File: src/lbt_pkg.sv
// Shared types, constants and helpers for the light-beam trip trigger.
// Used by lbt_cfg, lbt_seq and light_beam_trip_trigger; depends on nothing else.
`default_nettype none

package lbt_pkg;

  // Sample and timer widths.
  localparam int SAMPLE_BITS = 10;
  localparam int TIMER_BITS  = 16;
  localparam int LEVEL_BITS  = SAMPLE_BITS + 1;
  localparam int CFG_BITS    = 16;
  localparam int MARGIN_BITS = 10;

  localparam logic [LEVEL_BITS-1:0] MIN_START = LEVEL_BITS'(1) << SAMPLE_BITS;
  localparam logic [TIMER_BITS-1:0] TIMER_MAX = {TIMER_BITS{1'b1}};

  // Stream widths, padded to whole bytes.
  localparam int IN_BITS        = SAMPLE_BITS + 1;
  localparam int IN_TDATA_BITS  = ((IN_BITS + 7) / 8) * 8;
  localparam int OUT_BITS       = 3 + 3 + LEVEL_BITS + 1;
  localparam int OUT_TDATA_BITS = ((OUT_BITS + 7) / 8) * 8;

  // Configuration register indexes.
  localparam int CFG_IDX_BITS = 3;
  localparam logic [CFG_IDX_BITS-1:0] CFG_TRIGGER_DELAY = 3'd0;
  localparam logic [CFG_IDX_BITS-1:0] CFG_TRIP_MARGIN   = 3'd1;
  localparam logic [CFG_IDX_BITS-1:0] CFG_ARM_TIME      = 3'd2;
  localparam logic [CFG_IDX_BITS-1:0] CFG_BLINK         = 3'd3;
  localparam logic [CFG_IDX_BITS-1:0] CFG_FLASH_PULSE   = 3'd4;

  // Sequence phases.
  typedef enum logic [2:0] {
    PH_SETTLE  = 3'd0,
    PH_TRACK   = 3'd1,
    PH_LED_ON  = 3'd2,
    PH_LED_OFF = 3'd3,
    PH_WATCH   = 3'd4,
    PH_DELAY   = 3'd5,
    PH_FLASH   = 3'd6
  } phase_t;

  // Configuration register contents.
  typedef struct packed {
    logic [CFG_BITS-1:0]    trigger_delay_ms;
    logic [MARGIN_BITS-1:0] trip_margin;
    logic [CFG_BITS-1:0]    arm_time_ms;
    logic [CFG_BITS-1:0]    blink_ms;
    logic [CFG_BITS-1:0]    flash_pulse_ms;
  } cfg_t;

  // One result beat.
  typedef struct packed {
    logic                  tripped;
    logic [LEVEL_BITS-1:0] reference_level;
    phase_t                phase;
    logic                  flash_on;
    logic                  led_on;
    logic                  laser_on;
  } res_t;

  // Limit a programmed length to what the phase timer can count.
  function automatic logic [TIMER_BITS-1:0] clamp_len(input logic [CFG_BITS-1:0] len);
    logic [TIMER_BITS-1:0] r;
    if (32'(len) > 32'(TIMER_MAX)) begin
      r = TIMER_MAX;
    end else begin
      r = TIMER_BITS'(len);
    end
    return r;
  endfunction

endpackage

`default_nettype wire

File: src/light_beam_trip_trigger.sv
// Light-beam trip trigger: one sample beat in, one status beat out, registered in the cycle after its sample.
// A new sample is taken in every clock cycle while the output register is free or being
// drained; the rate is set by the combinational update of phase, millisecond counter and
// reference minimum in lbt_seq. Each result shows the laser, LED and flash drives, the
// phase and the reference level after its sample, and flags the sample that trips the beam.
// Depends on lbt_pkg, lbt_cfg and lbt_seq.
`default_nettype none

module light_beam_trip_trigger
  import lbt_pkg::*;
(
  input  wire logic                      clk,
  input  wire logic                      rst,
  // Sample stream.
  input  wire logic                      s_tvalid,
  output logic                           s_tready,
  input  wire logic [IN_TDATA_BITS-1:0]  s_tdata,   // light_sample, ms_tick, zero pad
  // Status stream.
  output logic                           m_tvalid,
  input  wire logic                      m_tready,
  output logic [OUT_TDATA_BITS-1:0]      m_tdata,   // laser_on, led_on, flash_on, phase,
                                                    // reference_level, tripped, zero pad
  // Configuration writes.
  input  wire logic                      cfg_we,
  input  wire logic [CFG_IDX_BITS-1:0]   cfg_index,
  input  wire logic [CFG_BITS-1:0]       cfg_data
);

  cfg_t cfg;
  res_t res_next, out_res;
  logic out_valid, step;

  lbt_cfg u_cfg (
    .clk       (clk),
    .rst       (rst),
    .cfg_we    (cfg_we),
    .cfg_index (cfg_index),
    .cfg_data  (cfg_data),
    .cfg       (cfg)
  );

  // A beat is taken whenever the output register is empty or being emptied.
  assign s_tready = !out_valid || m_tready;
  assign step     = s_tvalid && s_tready;

  lbt_seq u_seq (
    .clk          (clk),
    .rst          (rst),
    .step         (step),
    .light_sample (s_tdata[SAMPLE_BITS-1:0]),
    .ms_tick      (s_tdata[SAMPLE_BITS]),
    .cfg          (cfg),
    .res          (res_next)
  );

  // Output register.
  always_ff @(posedge clk) begin
    if (rst) begin
      out_valid <= 1'b0;
    end else if (step) begin
      out_valid <= 1'b1;
    end else if (m_tready) begin
      out_valid <= 1'b0;
    end
  end

  always_ff @(posedge clk) begin
    if (step) begin
      out_res <= res_next;
    end
  end

  assign m_tvalid = out_valid;
  assign m_tdata  = {(OUT_TDATA_BITS-OUT_BITS)'(0), out_res.tripped, out_res.reference_level,
                     out_res.phase, out_res.flash_on, out_res.led_on, out_res.laser_on};

`ifndef NO_ASSERTIONS
  // An accepted sample always leaves a result waiting in the next cycle.
  a_step_gives_result: assert property (@(posedge clk) disable iff (rst)
    step |=> m_tvalid)
    else $error("accepted sample produced no result");

  // A trip always enters the delay phase with the laser off.
  a_trip_phase: assert property (@(posedge clk) disable iff (rst)
    (m_tvalid && out_res.tripped) |-> (out_res.phase == PH_DELAY && !out_res.laser_on))
    else $error("trip without entering delay phase");

  // The LED and the flash are never driven together.
  a_led_flash: assert property (@(posedge clk) disable iff (rst)
    m_tvalid |-> !(out_res.led_on && out_res.flash_on))
    else $error("LED and flash both driven");

  // The reference never rises above its restart value.
  a_ref_range: assert property (@(posedge clk) disable iff (rst)
    m_tvalid |-> (out_res.reference_level <= MIN_START))
    else $error("reference level out of range");
`endif

endmodule

`default_nettype wire

File: src/lbt_cfg.sv
// Configuration register file for the light-beam trip trigger.
// Depends on lbt_pkg for the register indexes and the cfg_t layout.
`default_nettype none

module lbt_cfg
  import lbt_pkg::*;
(
  input  wire logic                    clk,
  input  wire logic                    rst,
  input  wire logic                    cfg_we,
  input  wire logic [CFG_IDX_BITS-1:0] cfg_index,
  input  wire logic [CFG_BITS-1:0]     cfg_data,
  output cfg_t                         cfg
);

  cfg_t regs;

  // Register writes; indexes beyond the list are ignored.
  always_ff @(posedge clk) begin
    if (rst) begin
      regs.trigger_delay_ms <= CFG_BITS'(0);
      regs.trip_margin      <= MARGIN_BITS'(5);
      regs.arm_time_ms      <= CFG_BITS'(1000);
      regs.blink_ms         <= CFG_BITS'(50);
      regs.flash_pulse_ms   <= CFG_BITS'(100);
    end else if (cfg_we) begin
      unique case (cfg_index)
        CFG_TRIGGER_DELAY: regs.trigger_delay_ms <= cfg_data;
        CFG_TRIP_MARGIN:   regs.trip_margin      <= cfg_data[MARGIN_BITS-1:0];
        CFG_ARM_TIME:      regs.arm_time_ms      <= cfg_data;
        CFG_BLINK:         regs.blink_ms         <= cfg_data;
        CFG_FLASH_PULSE:   regs.flash_pulse_ms   <= cfg_data;
        default: ;
      endcase
    end
  end

  assign cfg = regs;

endmodule

`default_nettype wire

File: src/lbt_seq.sv
// Trip-wire sequencer: phase, millisecond counter and reference minimum.
// Depends on lbt_pkg; state advances once per accepted input beat.
`default_nettype none

module lbt_seq
  import lbt_pkg::*;
(
  input  wire logic                   clk,
  input  wire logic                   rst,
  input  wire logic                   step,
  input  wire logic [SAMPLE_BITS-1:0] light_sample,
  input  wire logic                   ms_tick,
  input  wire cfg_t                   cfg,
  output res_t                        res
);

  phase_t                phase, phase_next;
  logic [TIMER_BITS-1:0] count, count_next, count_inc, len;
  logic [LEVEL_BITS-1:0] min_level, min_next, sample_ext;
  logic [LEVEL_BITS:0]   threshold;
  logic                  trip_hit, tripped;

  assign sample_ext = LEVEL_BITS'(light_sample);

  // Signed compare: sample below minimum minus margin; negative threshold never trips.
  assign threshold = {1'b0, min_level} - (LEVEL_BITS+1)'(cfg.trip_margin);
  assign trip_hit  = $signed({2'b00, light_sample}) < $signed(threshold);

  // Length of the current timed phase.
  always_comb begin
    unique case (phase)
      PH_LED_ON, PH_LED_OFF: len = clamp_len(cfg.blink_ms);
      PH_DELAY:              len = clamp_len(cfg.trigger_delay_ms);
      PH_FLASH:              len = clamp_len(cfg.flash_pulse_ms);
      default:               len = clamp_len(cfg.arm_time_ms >> 1);
    endcase
  end

  // Saturating millisecond count.
  assign count_inc = (ms_tick && count != TIMER_MAX) ? count + TIMER_BITS'(1) : count;

  // Next state for one sample.
  always_comb begin
    phase_next = phase;
    count_next = count;
    min_next   = min_level;
    tripped    = 1'b0;
    case (phase)
      PH_WATCH: begin
        if (trip_hit) begin
          tripped    = 1'b1;
          phase_next = PH_DELAY;
          count_next = '0;
        end
      end
      default: begin
        if (phase == PH_TRACK && sample_ext < min_level) begin
          min_next = sample_ext;
        end
        count_next = count_inc;
        if (count_inc >= len) begin
          count_next = '0;
          if (phase == PH_FLASH) begin
            phase_next = PH_SETTLE;
            min_next   = MIN_START;
          end else begin
            phase_next = phase_t'(3'(phase + 3'd1));
          end
        end
      end
    endcase
  end

  // State registers.
  always_ff @(posedge clk) begin
    if (rst) begin
      phase     <= PH_SETTLE;
      count     <= '0;
      min_level <= MIN_START;
    end else if (step) begin
      phase     <= phase_next;
      count     <= count_next;
      min_level <= min_next;
    end
  end

  // Result fields show the state after this sample.
  always_comb begin
    res.laser_on        = (phase_next == PH_SETTLE) || (phase_next == PH_TRACK) ||
                          (phase_next == PH_LED_ON) || (phase_next == PH_LED_OFF) ||
                          (phase_next == PH_WATCH);
    res.led_on          = (phase_next == PH_LED_ON);
    res.flash_on        = (phase_next == PH_FLASH);
    res.phase           = phase_next;
    res.reference_level = min_next;
    res.tripped         = tripped;
  end

endmodule

`default_nettype wire

File: config.mk
export PLATFORM = sky130hd
export DESIGN_NAME = light_beam_trip_trigger
export DESIGN_NICKNAME = d
export VERILOG_FILES = /design/src/lbt_pkg.sv /design/src/light_beam_trip_trigger.sv /design/src/lbt_cfg.sv /design/src/lbt_seq.sv
export SDC_FILE = /design/constraint.sdc
export NUM_CORES = 1
export LEC_CHECK = 0
export BUFFER_PORTS_ARGS = -buffer_cell sky130_fd_sc_hd__clkbuf_2
export CAP_MARGIN = 5
export CORE_MARGIN = 10
export CORE_UTILIZATION = 55
export CTS_CLUSTER_DIAMETER = 40
export DETAILED_ROUTE_END_ITERATION = 16
export PLACE_DENSITY = 0.82
export SYNTH_ARGS = -nofsm -noshare
export SYNTH_HDL_FRONTEND = slang
export SYNTH_SLANG_ARGS = --single-unit
File: constraint.sdc
create_clock -name clk -period 8.75 [get_ports clk]
set_input_delay 1.3125 -clock clk [delete_from_list [all_inputs] [get_ports clk]]
set_output_delay 1.3125 -clock clk [all_outputs]
set_load 0.02 [all_outputs]
==> summary.txt <==
Hold path
  – Min-Delay Path Depth: 2
  – Hold crit path type: reg -> reg

Detailed routing
  – Met2 Wirelength: 7883 µm
  – Highest routed layer: met4
  – DRC: 0
  – Post-DRT Antenna Nets: 0
  – First DRT Iteration DRCs: 697
  – Vias per std cell: 6.016
  – Metal3 WL: 1395 µm
  – M1 WL: 7605 µm
  – Via count: 6,052
  – Final WL: 17,180 µm
  – Drt pass-1 iters: 6
  – Wirelength per Cell: 17.08 µm

Synthesis
  – Post-synthesis sequential area ratio: 39.30%
  – Cell variety after synth: 65
  – Cells after Synth: 811
  – Number of flops mapped to enable cells by yosys: 18
  – Async SR Flop Fraction: 0%
  – Top_reg_cell synth: dfxtp_1
  – Ys Warns: 0
  – Avg Cell Area, Syn: 8.229 µm²
  – Yosys reg bits: 122
  – Post-Syn Area: 6674 µm²

CTS
  – Clock Tree Root: clkbuf_16
  – H-tree Lvls: 4
  – CTS tree: yes
  – Clock buffer depth: 2
  – Post-CTS Hold Buffers: 0
  – Post-CTS setup repair buffer count: 0
  – CTS clk-pin slew, worst paths: 0.05 ns
  – Clock Latency Late Sink: 0.42 ns
  – Gates resized, CTS repair: 0
  – CTS Buf Count: 17
  – Sink Count: 122

Placement
  – PortBufs: 54
  – GP Congestion: 0.8637
  – DP HPWL: 11,490 µm

Die
  – Row cnt: 40
  – Die Span X: 130.2 µm
  – IO Pins: 66
  – Initial Util: 55.79%
  – Die Y: 130.2 µm
  – Total die area: 16,940 µm²
  – Area of the core: 11,960 µm²

Pwr
  – Pwr/cell area: 182.4 nW/µm²
  – Worst VDD drop: 0.1533 mV
  – Tot Pwr: 1.381 mW
  – Lkg Pwr: 3.161 nW

STA
  – Worst-margin pin slew: 1.145 ns
  – Tcrit/Tclk final: 48.49%
  – Slew Viols, Final: 0
  – FMAX: 235.7 MHz
  – Worst slew margin: 22.66%
  – Clock skew: 0.008456 ns
  – RSZ-0062 raised after global routing: no
  – Endpoints failing hold: 0
  – Period minus WS final: 4.242 ns
  – Setup violators final: 0
  – Fin Setup TNS: 0 ns

Critical path
  – Critical path startpoint category: flop
  – Critical path type: reg -> reg
  – Crit path buffers/inverters: 1
  – Critical Path Stages: 14
  – Largest stage delay, worst path: 0.52 ns
  – Worst Setup End Kind: flop
  – Top delay family on crit path: compound AO/OA/AOI/OAI gates
  – Slowest CP cell: a21o_1
  – R2R cell count: 14
  – Critical Path RT: 9.04 ns
  – Worst Path Max Fanout: 41
  – Arrival @ worst endpoint: 4.53 ns
  – Cell Chain, Critical Path: buf_4, and2_1, ha_1, a21o_1, a21o_1, o21ai_0, ha_1, a22o_1, nor4_1, o21ai_1, a221oi_2, a211oi_1, o21ai_2, a22o_1

Global route
  – First-pass GRT wire length: 28,290 µm
  – Grt total ovfl: 0
  – Initial antenna violation count: 0
  – Pin count of the biggest net entering global routing: 68
  – Vias in the first global route: 5,719
  – GRT Total Usage: 20.75%

Final layout
  – Most frequent cells in the layout: nand2_1, a21oi_1, dfxtp_1, clkbuf_2, ha_1
  – Number of fill cells in the layout: 1,000
  – Commonest non-fill, non-tap cell in the layout: nand2_1
  – Fin nets: 934
  – Antenna diode count: 0
  – Syn-to-layout area delta: 13.44%
  – Share of post-route cells with drive strength above 1: 11.41%

Flow run
  – Max-cap violations: 0

Outcome
  – Outcome: finished, final reports clean
## stage by stage
| stage | area, µm² | instances | setup slack (ns) | util, % | hold WS (ns) |
|---|---|---|---|---|---|
| floorplan | 6693 | 816 | 4.750 | - | 0.4332 |
| global placement | 6974 | 975 | 4.403 | 58.31 | 0.4411 |
| detailed placement | 6974 | 975 | 4.386 | 58.31 | 0.4465 |
| CTS | 7571 | 1006 | 4.562 | 63.30 | 0.4539 |
| global route | 7571 | 1006 | 4.135 | 63.30 | 0.4722 |
| finish | 7571 | 1006 | 4.508 | 63.30 | 0.4532 |
## path summary, 6_finish.rpt
path	endpoint	from	slack, ns
setup / recovery	m_tdata[6]	u_seq.phase[0]	4.51
hold / removal	u_cfg.cfg[56]	u_cfg.cfg[56]	0.45
setup reg to reg	m_tdata[6]	u_seq.phase[0]	4.51
hold reg to reg	u_cfg.cfg[56]	u_cfg.cfg[56]	0.45
## worst reg2reg max path, cell delays in order, from the launching register on
cell and delay (ns):
dfxtp_1 0.31, buf_4 0.38, and2_1 0.21, ha_1 0.21, a21o_1 0.52, a21o_1 0.21
o21ai_0 0.09, ha_1 0.33, a22o_1 0.24, nor4_1 0.21, o21ai_1 0.12, a221oi_2 0.45
a211oi_1 0.18, o21ai_2 0.45, a22o_1 0.21
## sequential cells by signal, summed over array words and instances (netlist names)
name	flops
m_tdata	18
u_seq.count	16
m_tvalid	1
u_seq.min_level	11
u_seq.phase	3
u_cfg.cfg	73
## metal layers
metal  track usage (%)  vias to the layer above
li1                  -                     2966
met1             26.51                     2818
met2             33.20                      242
met3             5.112                       26
met4             7.672                        0
met5                 0                        -
## power by group
part / switching [mW] / internal, mW / leakage (nW)
Combinational: 0.0581 / 0.0270 / 1.86
Sequential: 0.00571 / 0.581 / 1.02
Clock: 0.241 / 0.467 / 0.286
Total: 0.305 / 1.08 / 3.16
## cells by family after synthesis
family | Yosys count | share of synthesized area (%)
AOI/OAI and AO/OA | 260 | 25.31
xor gates and xnor gates | 16 | 2.100
adders and majority gates | 47 | 8.924
buffers and inverters | 77 | 4.837
DFF | 122 | 39.30
muxes | 1 | 0.1687
other | 1 | 0.05619
and+or+nand+nor | 287 | 19.31
## final cells by class
class	instances	area (µm²)	area share [%]
sequential	122	2623	34.64
inverter	30	112.6	1.487
timing repair buffer	59	307.8	4.065
clock inverter	7	115.1	1.520
multi-input combinational	617	3747	49.50
clock buffer	24	481.7	6.363
tap	147	183.9	2.429
## cells in the mapped netlist, types with 13 or more instances
library cell	instances	area, µm²
dfxtp_1	104	2082
clkbuf_1	33	123.9
ha_1	46	575.6
nand2_1	176	660.6
o21ai_0	13	65.06
nand3_1	22	110.1
a21o_1	29	217.7
o21ai_1	17	85.08
inv_1	29	108.9
a211oi_1	19	142.6
nor2_1	23	86.33
a22o_1	32	280.3
edfxtp_1	18	540.5
a21oi_1	114	570.6
Power figures use the tool's default switching activity.
